--- src/rtl/kcl_pkg.sv ---
// Shared types, codes and constants of the keypad combination lock.
package kcl_pkg;

  // Code storage depth and derived widths
  localparam int unsigned CODE_LEN = 7;
  localparam int unsigned KEY_W    = 8;
  localparam int unsigned LEN_W    = $clog2(CODE_LEN + 1);

  // Field widths of the result
  localparam int unsigned MODE_W   = 2;
  localparam int unsigned EVT_W    = 3;
  localparam int unsigned TRIALS_W = 4;
  localparam int unsigned SHOWN_W  = 3;

  // Configuration port
  localparam int unsigned APB_AW   = 4;
  localparam int unsigned APB_DW   = 32;

  // Key meaning "no press"
  localparam logic [KEY_W-1:0] NO_KEY = 8'hFF;

  // Register reset values
  localparam logic [TRIALS_W-1:0] MAX_TRIALS_RST = 4'd3;
  localparam logic [KEY_W-1:0]    ENTER_KEY_RST  = 8'd46;
  localparam logic [KEY_W-1:0]    CLEAR_KEY_RST  = 8'd43;

  typedef enum logic [MODE_W-1:0] {
    MODE_SET    = 2'd0,
    MODE_LOCKED = 2'd1,
    MODE_OPEN   = 2'd2
  } mode_e;

  typedef enum logic [EVT_W-1:0] {
    EV_IGNORED   = 3'd0,
    EV_KEY_TAKEN = 3'd1,
    EV_CODE_SET  = 3'd2,
    EV_UNLOCKED  = 3'd3,
    EV_WRONG     = 3'd4,
    EV_LOCKED    = 3'd5,
    EV_CLEARED   = 3'd6
  } evt_e;

  typedef enum logic [1:0] {
    REG_MAX_TRIALS = 2'd0,
    REG_ENTER_KEY  = 2'd1,
    REG_CLEAR_KEY  = 2'd2
  } reg_idx_e;

  // Register file contents seen by the lock
  typedef struct packed {
    logic [TRIALS_W-1:0] max_trials;
    logic [KEY_W-1:0]    enter_key;
    logic [KEY_W-1:0]    clear_key;
  } cfg_t;

  // One result item
  typedef struct packed {
    logic [MODE_W-1:0]   mode_now;
    logic [EVT_W-1:0]    event_res;
    logic [TRIALS_W-1:0] trials_left;
    logic                alarm_on;
    logic [SHOWN_W-1:0]  keys_entered;
    logic                bolt_open;
  } res_t;

  typedef logic [CODE_LEN-1:0][KEY_W-1:0] code_t;

endpackage

--- src/rtl/kcl_ifs.sv ---
// Valid/ready channel interfaces for keypresses and lock results.
interface kcl_key_if import kcl_pkg::*; ();
  logic             valid;
  logic             ready;
  logic [KEY_W-1:0] key_code;

  modport source (output valid, output key_code, input ready);
  modport sink (input valid, input key_code, output ready);
endinterface

interface kcl_res_if import kcl_pkg::*; ();
  logic                valid;
  logic                ready;
  logic [MODE_W-1:0]   mode_now;
  logic [EVT_W-1:0]    event_res;
  logic [TRIALS_W-1:0] trials_left;
  logic                alarm_on;
  logic [SHOWN_W-1:0]  keys_entered;
  logic                bolt_open;

  modport source (
    output valid, output mode_now, output event_res, output trials_left,
    output alarm_on, output keys_entered, output bolt_open, input ready
  );
  modport sink (
    input valid, input mode_now, input event_res, input trials_left,
    input alarm_on, input keys_entered, input bolt_open, output ready
  );
endinterface

--- src/rtl/keypad_combination_lock_top.sv ---
// Top level of the keypad combination lock: input stage, lock state, result register.
//
//   channel   dir  fields                                            flow
//   key_in    in   key_code                                          valid/ready
//   res_out   out  mode_now event_res trials_left alarm_on           valid/ready
//                  keys_entered bolt_open
//   apb       in   paddr pwdata -> prdata                            psel/penable, pready=1
//
// One keypress per cycle while the output is not stalled: a key waits in the
// input register, its lock update and compare of the seven-byte code run
// combinationally from there, and the result lands in the output register. A
// stalled output holds the result and backs up the input stage.
// Reset empties the stored code and entry and opens in code-setting mode.
module keypad_combination_lock_top import kcl_pkg::*; (
  input  logic              clk_i,
  input  logic              rst_ni,
  kcl_key_if.sink           key_in,
  kcl_res_if.source         res_out,
  input  logic              psel,
  input  logic              penable,
  input  logic              pwrite,
  input  logic [APB_AW-1:0] paddr,
  input  logic [APB_DW-1:0] pwdata,
  output logic [APB_DW-1:0] prdata,
  output logic              pready
);

  cfg_t cfg;

  kcl_regs u_regs (
    .clk_i   (clk_i),
    .rst_ni  (rst_ni),
    .psel    (psel),
    .penable (penable),
    .pwrite  (pwrite),
    .paddr   (paddr),
    .pwdata  (pwdata),
    .prdata  (prdata),
    .pready  (pready),
    .cfg_o   (cfg)
  );

  // Pipeline control
  logic             in_valid_q;
  logic [KEY_W-1:0] key_q;
  logic             out_valid_q;
  res_t             res_q;
  logic             advance;

  // Lock state
  code_t               stored_q, stored_d;
  logic [LEN_W-1:0]    stored_len_q, stored_len_d;
  code_t               entry_q, entry_d;
  logic [LEN_W-1:0]    entry_len_q, entry_len_d;
  mode_e               mode_q, mode_d;
  logic [TRIALS_W-1:0] trials_q, trials_d;
  logic                alarm_q, alarm_d;
  evt_e                evt;
  res_t                res_d;

  assign advance      = in_valid_q & (~out_valid_q | res_out.ready);
  assign key_in.ready = ~in_valid_q | advance;

  // Hold the accepted key until the lock step takes it
  always_ff @(posedge clk_i or negedge rst_ni) begin
    if (!rst_ni) begin
      in_valid_q <= 1'b0;
    end else if (key_in.ready) begin
      in_valid_q <= key_in.valid;
    end
  end

  always_ff @(posedge clk_i) begin
    if (key_in.valid && key_in.ready) begin
      key_q <= key_in.key_code;
    end
  end

  // Next lock state for the key in the input register
  always_comb begin
    stored_d     = stored_q;
    stored_len_d = stored_len_q;
    entry_d      = entry_q;
    entry_len_d  = entry_len_q;
    mode_d       = mode_q;
    trials_d     = trials_q;
    alarm_d      = alarm_q;
    evt          = EV_IGNORED;
    if (key_q != NO_KEY) begin
      if (mode_q == MODE_OPEN) begin
        if (key_q == cfg.clear_key) begin
          stored_d     = '1;
          stored_len_d = '0;
          entry_d      = '1;
          entry_len_d  = '0;
          mode_d       = MODE_SET;
          evt          = EV_CLEARED;
        end else if (key_q == cfg.enter_key) begin
          entry_d     = '1;
          entry_len_d = '0;
          mode_d      = MODE_LOCKED;
          evt         = EV_LOCKED;
        end
      end else if (key_q == cfg.enter_key && entry_len_q != '0) begin
        if (mode_q == MODE_SET) begin
          stored_d     = entry_q;
          stored_len_d = entry_len_q;
          mode_d       = MODE_OPEN;
          alarm_d      = 1'b0;
          trials_d     = cfg.max_trials;
          evt          = EV_CODE_SET;
        end else if (stored_q == entry_q) begin
          mode_d   = MODE_OPEN;
          alarm_d  = 1'b0;
          trials_d = cfg.max_trials;
          evt      = EV_UNLOCKED;
        end else begin
          trials_d = (trials_q != '0) ? trials_q - TRIALS_W'(1) : '0;
          if (trials_d == '0) begin
            alarm_d = 1'b1;
          end
          evt = EV_WRONG;
        end
        entry_d     = '1;
        entry_len_d = '0;
      end else if (32'(entry_len_q) < CODE_LEN) begin
        // Append the key at the current fill position
        for (int unsigned i = 0; i < CODE_LEN; i++) begin
          if (32'(entry_len_q) == i) begin
            entry_d[i] = key_q;
          end
        end
        entry_len_d = entry_len_q + LEN_W'(1);
        evt         = EV_KEY_TAKEN;
      end
    end
  end

  // Result for the key in the input register
  always_comb begin
    res_d.mode_now     = mode_d;
    res_d.event_res    = evt;
    res_d.trials_left  = trials_d;
    res_d.alarm_on     = alarm_d;
    res_d.keys_entered = (32'(entry_len_d) > 32'd7) ? SHOWN_W'(7) : SHOWN_W'(entry_len_d);
    res_d.bolt_open    = (mode_d != MODE_LOCKED);
  end

  // Advance lock state on each processed key
  always_ff @(posedge clk_i or negedge rst_ni) begin
    if (!rst_ni) begin
      stored_q     <= '1;
      stored_len_q <= '0;
      entry_q      <= '1;
      entry_len_q  <= '0;
      mode_q       <= MODE_SET;
      trials_q     <= MAX_TRIALS_RST;
      alarm_q      <= 1'b0;
    end else if (advance) begin
      stored_q     <= stored_d;
      stored_len_q <= stored_len_d;
      entry_q      <= entry_d;
      entry_len_q  <= entry_len_d;
      mode_q       <= mode_d;
      trials_q     <= trials_d;
      alarm_q      <= alarm_d;
    end
  end

  // Result register: load on advance, drop after the transfer
  always_ff @(posedge clk_i or negedge rst_ni) begin
    if (!rst_ni) begin
      out_valid_q <= 1'b0;
    end else if (advance) begin
      out_valid_q <= 1'b1;
    end else if (res_out.ready) begin
      out_valid_q <= 1'b0;
    end
  end

  always_ff @(posedge clk_i) begin
    if (advance) begin
      res_q <= res_d;
    end
  end

  assign res_out.valid        = out_valid_q;
  assign res_out.mode_now     = res_q.mode_now;
  assign res_out.event_res    = res_q.event_res;
  assign res_out.trials_left  = res_q.trials_left;
  assign res_out.alarm_on     = res_q.alarm_on;
  assign res_out.keys_entered = res_q.keys_entered;
  assign res_out.bolt_open    = res_q.bolt_open;

`ifndef NO_ASSERTIONS
  a_alarm_at_zero: assert property (@(posedge clk_i) disable iff (!rst_ni)
    alarm_q |-> trials_q == '0)
    else $error("alarm raised with trials left");

  a_code_when_armed: assert property (@(posedge clk_i) disable iff (!rst_ni)
    mode_q != MODE_SET |-> stored_len_q != '0)
    else $error("lock armed or open without a stored code");

  a_entry_bound: assert property (@(posedge clk_i) disable iff (!rst_ni)
    32'(entry_len_q) <= CODE_LEN)
    else $error("entry length beyond code length");

  a_advance_loads: assert property (@(posedge clk_i) disable iff (!rst_ni)
    advance |=> out_valid_q)
    else $error("processed key produced no result");

  a_bolt_matches_mode: assert property (@(posedge clk_i) disable iff (!rst_ni)
    out_valid_q |-> res_q.bolt_open == (res_q.mode_now != MODE_LOCKED))
    else $error("bolt state disagrees with mode");
`endif

endmodule

--- src/rtl/kcl_regs.sv ---
// APB configuration registers of the keypad combination lock.
module kcl_regs import kcl_pkg::*; (
  input  logic              clk_i,
  input  logic              rst_ni,
  input  logic              psel,
  input  logic              penable,
  input  logic              pwrite,
  input  logic [APB_AW-1:0] paddr,
  input  logic [APB_DW-1:0] pwdata,
  output logic [APB_DW-1:0] prdata,
  output logic              pready,
  output cfg_t              cfg_o
);

  cfg_t       cfg_q;
  logic       wr_en;
  logic [1:0] reg_idx;

  assign pready  = 1'b1;
  assign wr_en   = psel & penable & pwrite;
  assign reg_idx = paddr[3:2];
  assign cfg_o   = cfg_q;

  // Write the addressed register on the access cycle
  always_ff @(posedge clk_i or negedge rst_ni) begin
    if (!rst_ni) begin
      cfg_q.max_trials <= MAX_TRIALS_RST;
      cfg_q.enter_key  <= ENTER_KEY_RST;
      cfg_q.clear_key  <= CLEAR_KEY_RST;
    end else if (wr_en) begin
      case (reg_idx)
        REG_MAX_TRIALS: cfg_q.max_trials <= pwdata[TRIALS_W-1:0];
        REG_ENTER_KEY:  cfg_q.enter_key  <= pwdata[KEY_W-1:0];
        REG_CLEAR_KEY:  cfg_q.clear_key  <= pwdata[KEY_W-1:0];
        default: ;
      endcase
    end
  end

  // Return the addressed register, zero beyond the list
  always_comb begin
    prdata = '0;
    case (reg_idx)
      REG_MAX_TRIALS: prdata = APB_DW'(cfg_q.max_trials);
      REG_ENTER_KEY:  prdata = APB_DW'(cfg_q.enter_key);
      REG_CLEAR_KEY:  prdata = APB_DW'(cfg_q.clear_key);
      default:        prdata = '0;
    endcase
  end

endmodule
--- src/flat_wrapper.sv ---
// flat-port wrapper written by rule: the top's interface ports become plain ports
module keypad_combination_lock_top_flat import kcl_pkg::*;
  (clk_i, rst_ni, psel, penable, pwrite, paddr, pwdata, prdata, pready, key_in_valid, key_in_key_code, key_in_ready, res_out_valid, res_out_mode_now, res_out_event_res, res_out_trials_left, res_out_alarm_on, res_out_keys_entered, res_out_bolt_open, res_out_ready);
  kcl_key_if key_in_i ();
  kcl_res_if res_out_i ();
  input  logic clk_i;
  input  logic rst_ni;
  input  logic psel;
  input  logic penable;
  input  logic pwrite;
  input  logic [APB_AW-1:0] paddr;
  input  logic [APB_DW-1:0] pwdata;
  output logic [APB_DW-1:0] prdata;
  output logic pready;
  input wire logic [$bits(key_in_i.valid)-1:0] key_in_valid;
  input wire logic [$bits(key_in_i.key_code)-1:0] key_in_key_code;
  output wire logic [$bits(key_in_i.ready)-1:0] key_in_ready;
  output wire logic [$bits(res_out_i.valid)-1:0] res_out_valid;
  output wire logic [$bits(res_out_i.mode_now)-1:0] res_out_mode_now;
  output wire logic [$bits(res_out_i.event_res)-1:0] res_out_event_res;
  output wire logic [$bits(res_out_i.trials_left)-1:0] res_out_trials_left;
  output wire logic [$bits(res_out_i.alarm_on)-1:0] res_out_alarm_on;
  output wire logic [$bits(res_out_i.keys_entered)-1:0] res_out_keys_entered;
  output wire logic [$bits(res_out_i.bolt_open)-1:0] res_out_bolt_open;
  input wire logic [$bits(res_out_i.ready)-1:0] res_out_ready;
  assign key_in_i.valid = key_in_valid;
  assign key_in_i.key_code = key_in_key_code;
  assign key_in_ready = key_in_i.ready;
  assign res_out_valid = res_out_i.valid;
  assign res_out_mode_now = res_out_i.mode_now;
  assign res_out_event_res = res_out_i.event_res;
  assign res_out_trials_left = res_out_i.trials_left;
  assign res_out_alarm_on = res_out_i.alarm_on;
  assign res_out_keys_entered = res_out_i.keys_entered;
  assign res_out_bolt_open = res_out_i.bolt_open;
  assign res_out_i.ready = res_out_ready;
  keypad_combination_lock_top u_core (.clk_i(clk_i), .rst_ni(rst_ni), .key_in(key_in_i), .res_out(res_out_i), .psel(psel), .penable(penable), .pwrite(pwrite), .paddr(paddr), .pwdata(pwdata), .prdata(prdata), .pready(pready));
endmodule
--- config.mk ---
export PLATFORM = sky130hd
export DESIGN_NAME = keypad_combination_lock_top_flat
export DESIGN_NICKNAME = d
export VERILOG_FILES = /design/src/rtl/kcl_pkg.sv /design/src/rtl/kcl_ifs.sv /design/src/rtl/keypad_combination_lock_top.sv /design/src/rtl/kcl_regs.sv /design/src/flat_wrapper.sv
export SDC_FILE = /design/constraint.sdc
export NUM_CORES = 1
export LEC_CHECK = 0
export ABC_AREA = 1
export ABC_CLOCK_PERIOD_IN_PS = 2600
export BUFFER_PORTS_ARGS = -buffer_cell sky130_fd_sc_hd__buf_2
export CAP_MARGIN = 20
export CELL_PAD_IN_SITES_DETAIL_PLACEMENT = 1
export CELL_PAD_IN_SITES_GLOBAL_PLACEMENT = 1
export CORE_UTILIZATION = 44
export DETAILED_ROUTE_END_ITERATION = 10
export PLACE_DENSITY_LB_ADDON = 0.08
export SLEW_MARGIN = 20
export SYNTH_ARGS = -nofsm -noshare
export SYNTH_HDL_FRONTEND = slang
export SYNTH_HIERARCHICAL = 1
export SYNTH_SLANG_ARGS = --single-unit
export TNS_END_PERCENT = 100
--- constraint.sdc ---
create_clock -name clk_i -period 2.6 [get_ports clk_i]
set_input_delay 0.26 -clock clk_i [delete_from_list [all_inputs] [get_ports clk_i]]
set_output_delay 0.26 -clock clk_i [all_outputs]
set_load 0.01 [all_outputs]
==> impl_metrics.py <==
metrics = {
    "clock_network": {
        "cts_inserted_buffers": 17,
        "ctsRootBufferMaster": "sky130_fd_sc_hd__clkbuf_16",
        "clock_insertion_delay_worst_skew_ns": 0.43,
        "htree_levels": 4,
        "clk_pin_slew_worst_paths_ns": 0.06,
        "max-clock-path-buffers": 2,
        "cts.sinks": 166,
        "cts_tree": "yes",
    },
    "place": {
        "hpwlAfterDp_microns": 14300,
        "place_congestion": 0.802,
        "post-place-cells": 1365,
        "port-buffer-count": 48,
    },
    "critical_path": {
        "cp_peak_stage_delay_ns": 0.54,
        "crit_path_top_delay_cell": "sky130_fd_sc_hd__dfstp_2",
        "worstSetupEndpointType": "flip-flop",
        "crit_buf_inv": 2,
        "critical_path_class": "reg2reg",
        "crit_arrival_ns": 2.61,
        "critical_path.startpoint_type": "flip-flop",
        "crit_top_cell": "sky130_fd_sc_hd__nand2_1",
        "critical_path.top_delay_family": "simple AND/OR/NAND/NOR gates",
        "critical_path.cell_chain": "inv_1 -> nand2_1 -> nand4_1 -> nor2_1 -> nand3_2 -> nor2_1 -> inv_1 -> nand2_1 -> nand3_1 -> nand2_1 -> o21ai_0",
        "path_max_fanout": 6,
        "cp_data_required_time_ns": 2.90,
    },
    "synthesis": {
        "synthTopCellsByCount": "sky130_fd_sc_hd__nand2_1 (367), sky130_fd_sc_hd__nor2_1 (128), sky130_fd_sc_hd__dfstp_2 (124), sky130_fd_sc_hd__inv_1 (123), sky130_fd_sc_hd__o21ai_1 (56)",
        "mean_area_per_synthesized_cell_sq_um": 8.08,
        "synth.area.top_cells": "sky130_fd_sc_hd__dfstp_2 (38%), sky130_fd_sc_hd__nand2_1 (16%), sky130_fd_sc_hd__edfxtp_1 (7.7%)",
        "postSynth.topFlopCell": "sky130_fd_sc_hd__dfstp_2",
        "synth_top_area_frac": 0.378,
        "synth_async_sr_flop_share": 0.867,
        "postSynthRegisterBits": 166,
        "netlist.top_cell.by_area": "sky130_fd_sc_hd__dfstp_2",
        "synth-warning-count": 6,
        "synthCells": 1067,
        "netlist_area_sq_mm": 0.00862,
        "most_frequent_cell_after_synthesis": "sky130_fd_sc_hd__nand2_1",
        "synth.yosys.seq_area_share": 0.513,
        "yosysUniqueCellTypes": 39,
        "synth_enable_flop_cells": 22,
    },
    "global_routing": {
        "maximum_number_of_pins_on_one_net_before_global_route_repair": 70,
        "grt_util_all_layers": 0.228,
        "first_global_vias": 7113,
        "grt_first_pass_wirelength_microns": 35300,
        "antenna_found_initial": 0,
        "globalRoute.totalOverflow": 0,
    },
    "routing": {
        "detailroute.via_count": 6826,
        "totalWireLength_microns": 21100,
        "antenna_violating_nets_post_route": 0,
        "via_per_inst": 4.86,
        "routed_wire_length_per_instance_microns": 15.0,
        "first_pass_iters": 4,
        "drc_marker_count_from_the_first_detailed_route_iteration": 260,
        "drc": 0,
    },
    "power": {
        "switching_share": 0.383,
        "power.combinational.fraction": 0.371,
        "seq_power_share": 0.418,
        "leakagePower_nw": 4.79,
        "p_per_area_mw_per_mm2": 1280,
        "power_frac_clock": 0.211,
        "internal_power_consumption_mw": 7.74,
        "p_total_mw": 12.5,
        "power.net_switching_mw": 4.80,
        "vdd.ir_drop.worst_uv": 550,
    },
    "status": {
        "run_status": "completed",
    },
    "floorplan": {
        "chipHeight_microns": 142,
        "num_rows": 50,
        "die_area_sq_mm": 0.0202,
        "floorplan.io_pins": 100,
        "core_region_area_sq_mm": 0.0190,
        "die_w_microns": 142,
        "starting_density": 0.455,
    },
    "sta": {
        "final-max-slew-violation-count": 0,
        "fin_worst_skew_ns": 0.00975,
        "setup_repair_after_global_routing_missed_its_margin": "false",
        "fin_crit_ns": 2.30,
        "clock.fmax_mhz": 434,
        "setup_total_negative_slack_ns": 0,
        "post_route_clock_period_utilization": 0.886,
        "slew_headroom": 0.540,
        "hold_slack_ns": 0.0301,
        "setup_violations": 0,
        "timing.final.hold_violations": 0,
        "worst-slew-pin-transition_ns": 0.689,
    },
    "layout": {
        "insertedDiodeCount": 0,
        "final_nets": 1188,
        "instances_no_fill": 1404,
        "layout-drive-gt1-share": 0.221,
        "post-route-util": 0.517,
        "area_growth_pct": 13.6,
    },
    "job": {
        "max_cap_violations": 0,
    },
    "hold_path": {
        "hp-class": "in2reg",
    },
}
## flip-flops by register name (all words and copies together), names as in the netlist
name                         count
u_core/res_out.mode_now          2
u_core/res_out.keys_entered      3
u_core/entry_q                  56
u_core/mode_q                    2
u_core/res_out.bolt_open         1
u_core/trials_q                  4
u_core/entry_len_q               3
u_core/alarm_q                   1
u_core/res_out.alarm_on          1
u_core/res_out.trials_left       4
u_core/stored_q                 56
u_core/res_out.event_res         3
u_core/u_regs/cfg_o             20
u_core/res_out.valid             1
u_core/in_valid_q                1
u_core/key_q                     8
## power groups by stage
stage | sequential [mW] | clock (mW) | combinational, mW
after floorplan | 5.08 | 0 | 3.54
after global routing | 5.42 | 2.82 | 5.35
after CTS | 5.26 | 2.72 | 4.74
after global placement | 5.23 | 0 | 4.47
final | 5.25 | 2.64 | 4.65
after detailed placement | 5.28 | 0 | 4.68
## cells by family after synthesis
| logic type | after synthesis | synth area share |
|---|---|---|
| compound gates | 135 | 0.0868 |
| xor+xnor | 18 | 0.0183 |
| fa+ha+maj | 6 | 0.00871 |
| buf+inv | 188 | 0.104 |
| flops | 166 | 0.513 |
| mux | 1 | 0.00116 |
| other cells | 2 | 0.000871 |
| simple gates | 551 | 0.267 |
## cell type report
class | instances | area (sq um)
inverter | 135 | 514
sequential | 166 | 4420
tap | 260 | 325
clock inverter | 14 | 184
multi-input combinational | 736 | 3390
timing repair buffer | 75 | 529
clock buffer | 18 | 429
fill | 2338 | 9170
## what timing repair did
item | 4_1_cts | 5_1_grt
hold buffers | 7 | 0
resized for setup | 0 | 0
endpoints found under the setup margin | 0 | 0
buffers inserted | 0 | 0
hold endpoints to repair | 21 | 0
## metrics by stage
step	setup WS (ns)	instance area (sq um)
after floorplan	0.714	8700
after global placement	0.357	9110
after detailed placement	0.322	9110
after CTS	0.274	9790
after global routing	0.0295	9790
final	0.297	9790
## worst paths after layout
path | from | endpoint | slack, ns | depth (start not counted)
worst max-delay path | u_core/u_regs/cfg_o[13]$_DFFE_PN1P_ | u_core/trials_q[2]$_DFFE_PN0P_ | 0.30 | 11
worst min-delay path | key_in_key_code[2] | u_core/key_q[2]$_DFFE_PP_ | 0.03 | 1
worst max register to register | u_core/u_regs/cfg_o[13]$_DFFE_PN1P_ | u_core/trials_q[2]$_DFFE_PN0P_ | 0.30 | 11
worst min register to register | u_core/u_regs/cfg_o[13]$_DFFE_PN1P_ | u_core/u_regs/cfg_o[13]$_DFFE_PN1P_ | 0.48 | 2
max in group asynchronous | rst_ni | u_core/stored_q[51]$_DFFE_PN1P_ | 1.42 | 3
min in group asynchronous | rst_ni | u_core/u_regs/cfg_o[8]$_DFFE_PN0P_ | 0.46 | 2
## metal layers
layer / part of all wire / vias to the layer above / global-route usage
met5: 0 / - / 0
met4: 0.019 / 0 / 0.0696
met3: 0.027 / 25 / 0.0458
met2: 0.51 / 83 / 0.407
met1: 0.44 / 3302 / 0.278
li1: - / 3416 / -
## cells in the final DEF, fill, tap and decap left out, types with 2 or more instances in the layout
cell type                       instances
sky130_fd_sc_hd__clkbuf_16             17
sky130_fd_sc_hd__nand2_1              367
sky130_fd_sc_hd__ha_1                   6
sky130_fd_sc_hd__dfrtp_1               20
sky130_fd_sc_hd__nor2_1               128
sky130_fd_sc_hd__dlygate4sd3_1          7
sky130_fd_sc_hd__nor2_4                 4
sky130_fd_sc_hd__clkinv_1               4
sky130_fd_sc_hd__xor2_1                 6
sky130_fd_sc_hd__edfxtp_1              22
sky130_fd_sc_hd__nand3_1               17
sky130_fd_sc_hd__buf_2                 47
sky130_fd_sc_hd__inv_4                  3
sky130_fd_sc_hd__buf_4                 15
sky130_fd_sc_hd__inv_2                  9
sky130_fd_sc_hd__a31oi_1               44
sky130_fd_sc_hd__and2_1                 2
sky130_fd_sc_hd__dfstp_2              124
sky130_fd_sc_hd__clkinv_4               3
sky130_fd_sc_hd__buf_12                 5
sky130_fd_sc_hd__o21ai_1               56
sky130_fd_sc_hd__nand4_1                5
sky130_fd_sc_hd__a21oi_1               14
sky130_fd_sc_hd__nand3_2                3
sky130_fd_sc_hd__xnor2_1               12
sky130_fd_sc_hd__or2_1                  2
sky130_fd_sc_hd__nand3_4                7
sky130_fd_sc_hd__nor4_1                 3
sky130_fd_sc_hd__nand2_4                2
sky130_fd_sc_hd__nand2_2                4
sky130_fd_sc_hd__conb_1                25
sky130_fd_sc_hd__clkinvlp_4             3
sky130_fd_sc_hd__inv_1                123
sky130_fd_sc_hd__o21ai_0               18
sky130_fd_sc_hd__bufinv_16              4
sky130_fd_sc_hd__nor3_1                 4
Note: power is estimated with default switching activity, not from simulation.
